`src/hdl/uart_line_assembler_unit_defines.svh`:
```
// Assertion macros shared by the line assembler RTL.
`ifndef UART_LINE_ASSEMBLER_UNIT_DEFINES_SVH
`define UART_LINE_ASSEMBLER_UNIT_DEFINES_SVH

// Same-cycle implication, sampled on clk, off while arst_n is low.
`define ULA_ASSERT_NOW(lbl, ante, cons, msg) \
	lbl: assert property (@(posedge clk) disable iff (!arst_n) (ante) |-> (cons)) else $error(msg);

// Next-cycle implication, sampled on clk, off while arst_n is low.
`define ULA_ASSERT_NEXT(lbl, ante, cons, msg) \
	lbl: assert property (@(posedge clk) disable iff (!arst_n) (ante) |=> (cons)) else $error(msg);

`endif

```
`src/hdl/ula_pkg.sv`:
```
// Types and constants of the UART line assembler.
package ula_pkg;

	localparam int LINE_STORE_DEPTH_DEF = 32;
	localparam int BYTE_W               = 8;
	localparam int LEN_W                = 6;
	localparam int ACT_LEN_W            = 5;
	localparam logic [ACT_LEN_W-1:0] ACT_LEN_RESET = 5'd14;

	localparam logic [BYTE_W-1:0] CH_LF    = 8'd10;
	localparam logic [BYTE_W-1:0] CH_CR    = 8'd13;
	localparam logic [BYTE_W-1:0] CH_CTRLZ = 8'd26;
	localparam logic [BYTE_W-1:0] CH_NUL   = 8'd0;

	typedef enum logic [1:0] {
		FUNC_RX_BYTE   = 2'd0,
		FUNC_READ_LINE = 2'd1,
		FUNC_CLR_LINE  = 2'd2,
		FUNC_CLR_ACT   = 2'd3
	} func_t;

	typedef enum logic [1:0] {
		KIND_STATUS = 2'd0,
		KIND_LINE   = 2'd1,
		KIND_ACT    = 2'd2
	} kind_t;

	typedef enum logic [3:0] {
		ST_IDLE   = 4'b0001,
		ST_ZTERM  = 4'b0010,
		ST_EMIT   = 4'b0100,
		ST_STATUS = 4'b1000
	} state_t;

	typedef struct packed {
		logic                  activation_ready;
		logic                  line_ready;
		logic [LEN_W-1:0]      length;
		logic                  last;
		logic [BYTE_W-1:0]     data_byte;
		kind_t                 kind;
	} result_t;

endpackage

```
`src/hdl/ula_ram.sv`:
```
// Generic simple dual-port RAM, one write port, one registered read port.
module ula_ram #(
	parameter int WIDTH = 8,
	parameter int DEPTH = 32
) (
	input  logic                     clk,
	input  logic                     we,
	input  logic [$clog2(DEPTH)-1:0] waddr,
	input  logic [WIDTH-1:0]         wdata,
	input  logic [$clog2(DEPTH)-1:0] raddr,
	output logic [WIDTH-1:0]         rdata
);

	logic [WIDTH-1:0] mem_q [DEPTH];
	logic [WIDTH-1:0] rdata_q;

	always_ff @(posedge clk) begin
		if (we) begin
			mem_q[waddr] <= wdata;
		end
		rdata_q <= mem_q[raddr];
	end

	assign rdata = rdata_q;

endmodule

```
`src/hdl/ula_obuf.sv`:
```
// Output register of the result stream.
module ula_obuf
	import ula_pkg::*;
(
	input  logic        clk,
	input  logic        arst_n,
	input  logic        ld,
	input  result_t     beat,
	output logic        free,
	output logic        m_tvalid,
	input  logic        m_tready,
	output logic [15:0] m_tdata,  // data_byte[7:0], length[13:8], line_ready, activation_ready
	output logic [1:0]  m_tuser,  // kind
	output logic        m_tlast
);

	logic    valid_q;
	result_t beat_q;

	assign free = !valid_q || m_tready;

	always_ff @(posedge clk or negedge arst_n) begin
		if (!arst_n) begin
			valid_q <= 1'b0;
		end else if (free) begin
			valid_q <= ld;
		end
	end

	always_ff @(posedge clk) begin
		if (free && ld) begin
			beat_q <= beat;
		end
	end

	assign m_tvalid = valid_q;
	assign m_tdata  = {beat_q.activation_ready, beat_q.line_ready, beat_q.length,
		beat_q.data_byte};
	assign m_tuser  = beat_q.kind;
	assign m_tlast  = beat_q.last;

endmodule

```
`src/hdl/uart_line_assembler_unit.sv`:
```
// Top level of the UART line assembler: control sequencer, line store and flags.
//
//  channel | dir | handshake          | payload
//  --------+-----+--------------------+----------------------------------------------
//  s_*     | in  | s_tvalid/s_tready  | tuser=func, tdata=rx_byte[7:0],read_limit[15:8]
//  m_*     | out | m_tvalid/m_tready  | tuser=kind, tlast=last, tdata=data_byte,length,
//          |     |                    |   line_ready,activation_ready
//  cfg_*   | in  | cfg_valid/cfg_ready| cfg_data=activation_length (always ready)
//
// Each item is accepted and closes with a status beat; Ctrl-Z adds a second store write
// for the terminator, and a read or activation frame emits its stored bytes first.
// Stored bytes leave at one per cycle, set by the line store's single read port, unless m_tready stalls.
// One item is in work at a time; s_tready drops from acceptance until the status
// beat is loaded into the output register, which keeps it while m_tready is low.
// Reset clears position, flags and the per-entry valid bits: no clearing pass,
// an entry never written reads as zero.
`include "uart_line_assembler_unit_defines.svh"

module uart_line_assembler_unit
	import ula_pkg::*;
#(
	parameter int LINE_STORE_DEPTH = LINE_STORE_DEPTH_DEF
) (
	input  logic                 clk,
	input  logic                 arst_n,
	input  logic                 s_tvalid,
	output logic                 s_tready,
	input  logic [15:0]          s_tdata,   // rx_byte[7:0], read_limit[15:8]
	input  logic [1:0]           s_tuser,   // func
	output logic                 m_tvalid,
	input  logic                 m_tready,
	output logic [15:0]          m_tdata,   // data_byte[7:0], length[13:8], line_ready, activation_ready
	output logic [1:0]           m_tuser,   // kind
	output logic                 m_tlast,
	input  logic                 cfg_valid,
	output logic                 cfg_ready,
	input  logic [ACT_LEN_W-1:0] cfg_data
);

	localparam int AW    = $clog2(LINE_STORE_DEPTH);
	localparam int CNT_W = $clog2(LINE_STORE_DEPTH + 1);
	localparam logic [AW-1:0] LAST_SLOT = AW'(LINE_STORE_DEPTH - 1);

	state_t                 state_q, state_d;
	logic [AW-1:0]          wp_q, wp_d;
	logic [AW-1:0]          idx_q, idx_d;
	logic [CNT_W-1:0]       cnt_q, cnt_d;
	logic [LEN_W-1:0]       len_q, len_d;
	kind_t                  kind_q, kind_d;
	logic                   line_flag_q, line_flag_d;
	logic                   act_flag_q, act_flag_d;
	logic [ACT_LEN_W-1:0]   act_len_q;
	logic [LINE_STORE_DEPTH-1:0] valid_q;

	logic                   accept;
	func_t                  func;
	logic [BYTE_W-1:0]      rx_byte;
	logic [BYTE_W-1:0]      read_limit;

	// store port
	logic                   we;
	logic [AW-1:0]          waddr;
	logic [BYTE_W-1:0]      wdata;
	logic [AW-1:0]          raddr;
	logic [BYTE_W-1:0]      rdata;
	logic [BYTE_W-1:0]      rd_byte;

	// output register
	logic                   ob_free;
	logic                   ob_ld;
	result_t                beat;
	logic                   emit_last;

	assign cfg_ready  = 1'b1;
	assign s_tready   = (state_q == ST_IDLE);
	assign accept     = s_tvalid && s_tready;
	assign func       = func_t'(s_tuser);
	assign rx_byte    = s_tdata[7:0];
	assign read_limit = s_tdata[15:8];

	// entries never written read as zero
	assign rd_byte   = valid_q[idx_q] ? rdata : CH_NUL;
	assign emit_last = (CNT_W'(idx_q) == (cnt_q - CNT_W'(1)));

	always_comb begin
		state_d     = state_q;
		wp_d        = wp_q;
		idx_d       = idx_q;
		cnt_d       = cnt_q;
		len_d       = len_q;
		kind_d      = kind_q;
		line_flag_d = line_flag_q;
		act_flag_d  = act_flag_q;
		we          = 1'b0;
		waddr       = wp_q;
		wdata       = rx_byte;
		ob_ld       = 1'b0;
		beat        = '0;
		beat.line_ready       = line_flag_q;
		beat.activation_ready = act_flag_q;

		case (state_q)
			ST_IDLE: begin
				if (accept) begin
					idx_d   = '0;
					cnt_d   = '0;
					len_d   = '0;
					kind_d  = KIND_STATUS;
					state_d = ST_STATUS;
					case (func)
						FUNC_RX_BYTE: begin
							if (wp_q == LAST_SLOT) begin
								wp_d = '0;              // full line: byte dropped
							end else if (rx_byte == CH_CR) begin
								wp_d = wp_q;
							end else if (rx_byte == CH_CTRLZ) begin
								we          = 1'b1;
								wp_d        = wp_q + AW'(1);
								line_flag_d = 1'b1;
								state_d     = ST_ZTERM;
							end else if (rx_byte == CH_LF) begin
								we    = 1'b1;
								wdata = CH_NUL;
								if (BYTE_W'(wp_q) == BYTE_W'(act_len_q)) begin
									cnt_d      = CNT_W'(act_len_q);
									kind_d     = KIND_ACT;
									wp_d       = '0;
									act_flag_d = 1'b1;
									if (act_len_q != '0) begin
										state_d = ST_EMIT;
									end
								end else begin
									line_flag_d = 1'b1;
								end
							end else begin
								we   = 1'b1;
								wp_d = wp_q + AW'(1);
							end
						end
						FUNC_READ_LINE: begin
							if (BYTE_W'(wp_q) < read_limit) begin
								cnt_d = CNT_W'(wp_q) + CNT_W'(1);
							end else begin
								cnt_d = CNT_W'(read_limit);
							end
							len_d  = LEN_W'(cnt_d);
							kind_d = KIND_LINE;
							wp_d   = '0;
							if (cnt_d != '0) begin
								state_d = ST_EMIT;
							end
						end
						FUNC_CLR_LINE: begin
							line_flag_d = 1'b0;
						end
						FUNC_CLR_ACT: begin
							act_flag_d = 1'b0;
						end
						default: begin
							state_d = ST_STATUS;
						end
					endcase
				end
			end
			ST_ZTERM: begin
				// terminator after Ctrl-Z at the advanced position
				we      = 1'b1;
				wdata   = CH_NUL;
				state_d = ST_STATUS;
			end
			ST_EMIT: begin
				beat.kind      = kind_q;
				beat.data_byte = rd_byte;
				if (ob_free) begin
					ob_ld = 1'b1;
					if (emit_last) begin
						state_d = ST_STATUS;
					end else begin
						idx_d = idx_q + AW'(1);
					end
				end
			end
			ST_STATUS: begin
				beat.kind   = KIND_STATUS;
				beat.last   = 1'b1;
				beat.length = len_q;
				if (ob_free) begin
					ob_ld   = 1'b1;
					state_d = ST_IDLE;
				end
			end
			default: begin
				state_d = ST_IDLE;
			end
		endcase
	end

	// read the entry idx will hold next cycle, so rdata always matches idx_q
	assign raddr = idx_d;

	always_ff @(posedge clk or negedge arst_n) begin
		if (!arst_n) begin
			state_q     <= ST_IDLE;
			wp_q        <= '0;
			idx_q       <= '0;
			cnt_q       <= '0;
			len_q       <= '0;
			kind_q      <= KIND_STATUS;
			line_flag_q <= 1'b0;
			act_flag_q  <= 1'b0;
			act_len_q   <= ACT_LEN_RESET;
			valid_q     <= '0;
		end else begin
			state_q     <= state_d;
			wp_q        <= wp_d;
			idx_q       <= idx_d;
			cnt_q       <= cnt_d;
			len_q       <= len_d;
			kind_q      <= kind_d;
			line_flag_q <= line_flag_d;
			act_flag_q  <= act_flag_d;
			if (cfg_valid && cfg_ready) begin
				act_len_q <= cfg_data;
			end
			if (we) begin
				valid_q[waddr] <= 1'b1;
			end
		end
	end

	ula_ram #(
		.WIDTH (BYTE_W),
		.DEPTH (LINE_STORE_DEPTH)
	) u_store (
		.clk   (clk),
		.we    (we),
		.waddr (waddr),
		.wdata (wdata),
		.raddr (raddr),
		.rdata (rdata)
	);

	ula_obuf u_obuf (
		.clk      (clk),
		.arst_n   (arst_n),
		.ld       (ob_ld),
		.beat     (beat),
		.free     (ob_free),
		.m_tvalid (m_tvalid),
		.m_tready (m_tready),
		.m_tdata  (m_tdata),
		.m_tuser  (m_tuser),
		.m_tlast  (m_tlast)
	);

	`ULA_ASSERT_NOW(a_wp_in_range, 1'b1, wp_q <= LAST_SLOT, "write position past last slot")
	`ULA_ASSERT_NOW(a_emit_idx, state_q == ST_EMIT, CNT_W'(idx_q) < cnt_q, "emit index beyond count")
	`ULA_ASSERT_NEXT(a_one_item, accept, !s_tready, "second item taken while one is in work")
	`ULA_ASSERT_NOW(a_last_is_status, m_tvalid && m_tlast, m_tuser == KIND_STATUS, "final beat is not a status")

endmodule

```
`config.mk`:
```
export PLATFORM = sky130hd
export DESIGN_NAME = uart_line_assembler_unit
export DESIGN_NICKNAME = d
export VERILOG_FILES = /design/src/hdl/ula_pkg.sv /design/src/hdl/ula_ram.sv /design/src/hdl/ula_obuf.sv /design/src/hdl/uart_line_assembler_unit.sv
export VERILOG_INCLUDE_DIRS = /design/src /design/src/hdl
export SDC_FILE = /design/constraint.sdc
export NUM_CORES = 1
export LEC_CHECK = 0
export BUFFER_PORTS_ARGS = -buffer_cell sky130_fd_sc_hd__buf_4
export CORE_UTILIZATION = 45
export DETAILED_ROUTE_END_ITERATION = 6
export PLACE_DENSITY = 0.72
export SETUP_SLACK_MARGIN = 0.2
export SKIP_CTS_REPAIR_TIMING = 1
export SYNTH_ARGS = -nofsm -noshare
export SYNTH_HDL_FRONTEND = slang
export SYNTH_SLANG_ARGS = --single-unit
export TNS_END_PERCENT = 1
```
`constraint.sdc`:
```
create_clock -name clk -period 3.45 [get_ports clk]
set_input_delay 0.1725 -clock clk [delete_from_list [all_inputs] [get_ports clk]]
set_output_delay 0.1725 -clock clk [all_outputs]
set_load 0.02 [all_outputs]
```
==> flow_metrics.env <==
export IMPL_cts_buffers=38
export IMPL_tightest_slew_ps=1410
export IMPL_total_leakage_power_nw=6.46
export IMPL_crit_arrival_ps=3450
export IMPL_p_comb_share_pct=15.1
export IMPL_clk_pin_slew_ps=60
export IMPL_insertion_delay_ps=520
export IMPL_grt_pass1_vias=9728
export IMPL_viasPerCell=5.91
export IMPL_first_pass_iters=5
export IMPL_cap_viol_max_count=0
export IMPL_grt_max_degree=68
export IMPL_synthToLayoutAreaGrowth_pct=19.4
export IMPL_async_reset_ff_share_pct=19.1
export IMPL_yosysTopAreaCellShare_pct=55.9
export IMPL_synth_avg_cell_area_um2=13.6
export IMPL_power_mw=10.9
export IMPL_place_gp_congestion=0.932
export IMPL_drc=0
export IMPL_end_kind="flop"
export IMPL_crit_fanout=8
export IMPL_drt_wirelength_per_cell_um=22.8
export IMPL_synthesis_instances=1085
export IMPL_dp_final_hpwl_um=24400
export IMPL_fmax_mhz=310
export IMPL_wl_um=38300
export IMPL_min_period_over_period_pct=93.5
export IMPL_synth_cell_types=73
export IMPL_synth_edf_count=275
export IMPL_fin_nets=1252
export IMPL_antenna_cells=0
export IMPL_ys_seq_elements=350
export IMPL_clkSinkCount=350
export IMPL_clockBufferDepth=3
export IMPL_swShare_pct=25.4
export IMPL_synthTopCellsByCount="edfxtp_1, nand2_1, dfrtp_1"
export IMPL_vias=9917
export IMPL_h_tree_depth=2
export IMPL_fin_crit_ps=3220
export IMPL_rows=65
export IMPL_vdd_ir_drop_max_v=0.000367
export IMPL_synth_nets=1124
export IMPL_powerDensity_mw_per_mm2=620
export IMPL_grt_usage_pct=22.8
export IMPL_pwr_share_clk_pct=38.8
export IMPL_rsz0062_at_grt="true"
export IMPL_cts_root_buf="clkbuf_16"
export IMPL_p_seq_share_pct=46.1
export IMPL_antenna_found_initial=0
export IMPL_finClkSkew_ps=11.4
export IMPL_path_class="reg2reg"
export IMPL_grt_overflow=0
export IMPL_final_cell_count_no_fill=1678
export IMPL_drtIter0Drc=1096
export IMPL_die_y_um=183
export IMPL_yosysMostFrequentCell="edfxtp_1"
export IMPL_core_mm2=0.0319
export IMPL_fillers=2568
export IMPL_drive_gt1_share_pct=22.4
export IMPL_synthTopCellsByArea="edfxtp_1, dfrtp_1, a221oi_1, nand2_1, nor2b_1"
export IMPL_cp_required_ps=3680
export IMPL_timing_setup_tns_ps=0
export IMPL_dieArea_mm2=0.0335
export IMPL_p_switching_mw=2.77
export IMPL_yosysSeqAreaShare_pct=68.4
export IMPL_synth_area_mm2=0.0148
export IMPL_slew_headroom_pct=6.17
export IMPL_yosysTopAreaCell="edfxtp_1"
export IMPL_start_util_pct=46.3
export IMPL_ys_warn_count=0
export IMPL_postRouteAntennaNets=0
export IMPL_io_buffers=48
export IMPL_setup_viol=0
export IMPL_synth_ff_type="edfxtp_1"
export IMPL_p_int_mw=8.15
export IMPL_grt_pass1_wl_um=57200
export IMPL_drv_slew=0
export IMPL_worstHoldPathType="in2reg"
export IMPL_hold_viol=0
export IMPL_ios=50
export IMPL_dp_cells=1588
export IMPL_status="completed"
export IMPL_cts_tree="built"
export IMPL_die_w_um=183
export IMPL_critPathLaunchType="flop"
-- cells by family after synthesis --
group	count (synthesis)	share of synthesized area, %
other	1	0.0254
AND/OR/NAND/NOR	331	11.6
XOR/XNOR	12	0.805
adder cells (fa/ha/maj)	11	0.932
flip-flops	350	68.4
buffers and inverters	79	2.48
AO/OA/AOI/OAI	270	13.1
multiplexers	31	2.63
-- power by group through the flow --
stage	logic, mW	registers, mW	clock network [mW]
after detailed placement	1.53	5.11	0
final	1.65	5.04	4.24
after global routing	1.81	5.06	4.44
after CTS	1.54	5.03	4.28
after floorplan	1.02	5.08	0
after global placement	1.50	5.10	0
-- metal layers --
| metal | vias up | share of wire (%) | wire (um) | track usage [%] |
|---|---|---|---|---|
| li1 | 4422 | - | - | - |
| met5 | - | 0 | 0 | 0 |
| met1 | 4941 | 41 | 15600 | 31.1 |
| met3 | 80 | 8.8 | 3360 | 4.69 |
| met2 | 474 | 47 | 18200 | 36.6 |
| met4 | 0 | 3.0 | 1150 | 7.73 |
-- critical path, stage by stage, from the launching register on --
cell	delay [ps]
dfrtp_1	460
ha_1	290
and3_1	210
ha_1	250
or4_1	630
o21ai_0	210
buf_4	180
nand2_1	230
nor2_1	260
buf_4	200
-- registers in the layout (all words and copies together), names as in the netlist --
| register | flops |
|---|---|
| act_flag_q | 1 |
| act_len_q | 5 |
| cnt_q | 6 |
| idx_q | 5 |
| kind_q | 2 |
| len_q | 5 |
| line_flag_q | 1 |
| state_q | 4 |
| u_obuf.m_tdata | 16 |
| u_obuf.m_tlast | 1 |
| u_obuf.m_tuser | 2 |
| u_obuf.m_tvalid | 1 |
| u_store.mem_q | 256 |
| u_store.rdata | 8 |
| valid_q | 32 |
| waddr | 5 |
-- layout make-up --
cell class                 count  area, um2  share of cell area, %
clock buffer                  52       1110                   6.28
inverter                      22       92.6                  0.525
multi-input combinational    656       4370                   24.8
tap                          435        544                   3.09
sequential                   350      10100                   57.3
clock inverter                18        219                   1.24
timing repair buffer         145       1190                   6.76
-- placed cells by master (no fill, tap or decap), types with 17 or more instances in the layout --
master,synthesis,final
edfxtp_1,275,275
buf_4,3,123
nand2_1,89,86
dfrtp_1,63,63
nor2_1,58,56
a221oi_1,54,53
nor2b_1,49,49
o21ai_0,48,46
clkbuf_16,0,41
a21oi_1,43,40
o22ai_1,34,34
or2_2,33,33
nand3_1,20,20
inv_1,19,19
o211ai_1,18,18
mux2i_1,17,17
-- metrics by stage --
stage | util, % | hold slack [ps] | setup WS, ps | instance area, um2
floorplan | - | -123 | 462 | 14800
global placement | 50.3 | 343 | 255 | 16000
detailed placement | 50.3 | 343 | 175 | 16000
CTS | 54.4 | -191 | 123 | 17400
global route | 55.3 | 47.1 | 94.7 | 17600
finish | 55.3 | 52.2 | 226 | 17600
-- path summary, 6_finish.rpt --
path | depth (start not counted) | end | from | slack (ps)
worst max-delay path | 9 | u_store.mem_q[31][7]$_DFFE_PP_ | waddr[1]$_DFFE_PN0P_ | 230
worst min-delay path | 3 | state_q[1]$_DFFE_PN0P_ | s_tdata[4] | 50
worst max register to register | 9 | u_store.mem_q[31][7]$_DFFE_PP_ | waddr[1]$_DFFE_PN0P_ | 230
worst min register to register | 1 | valid_q[14]$_DFFE_PN0P_ | valid_q[14]$_DFFE_PN0P_ | 460
max in group asynchronous | 2 | valid_q[4]$_DFFE_PN0P_ | arst_n | 2540
min in group asynchronous | 2 | waddr[2]$_DFFE_PN0P_ | arst_n | 300
No activity file was read; power rests on OpenSTA's default activity.
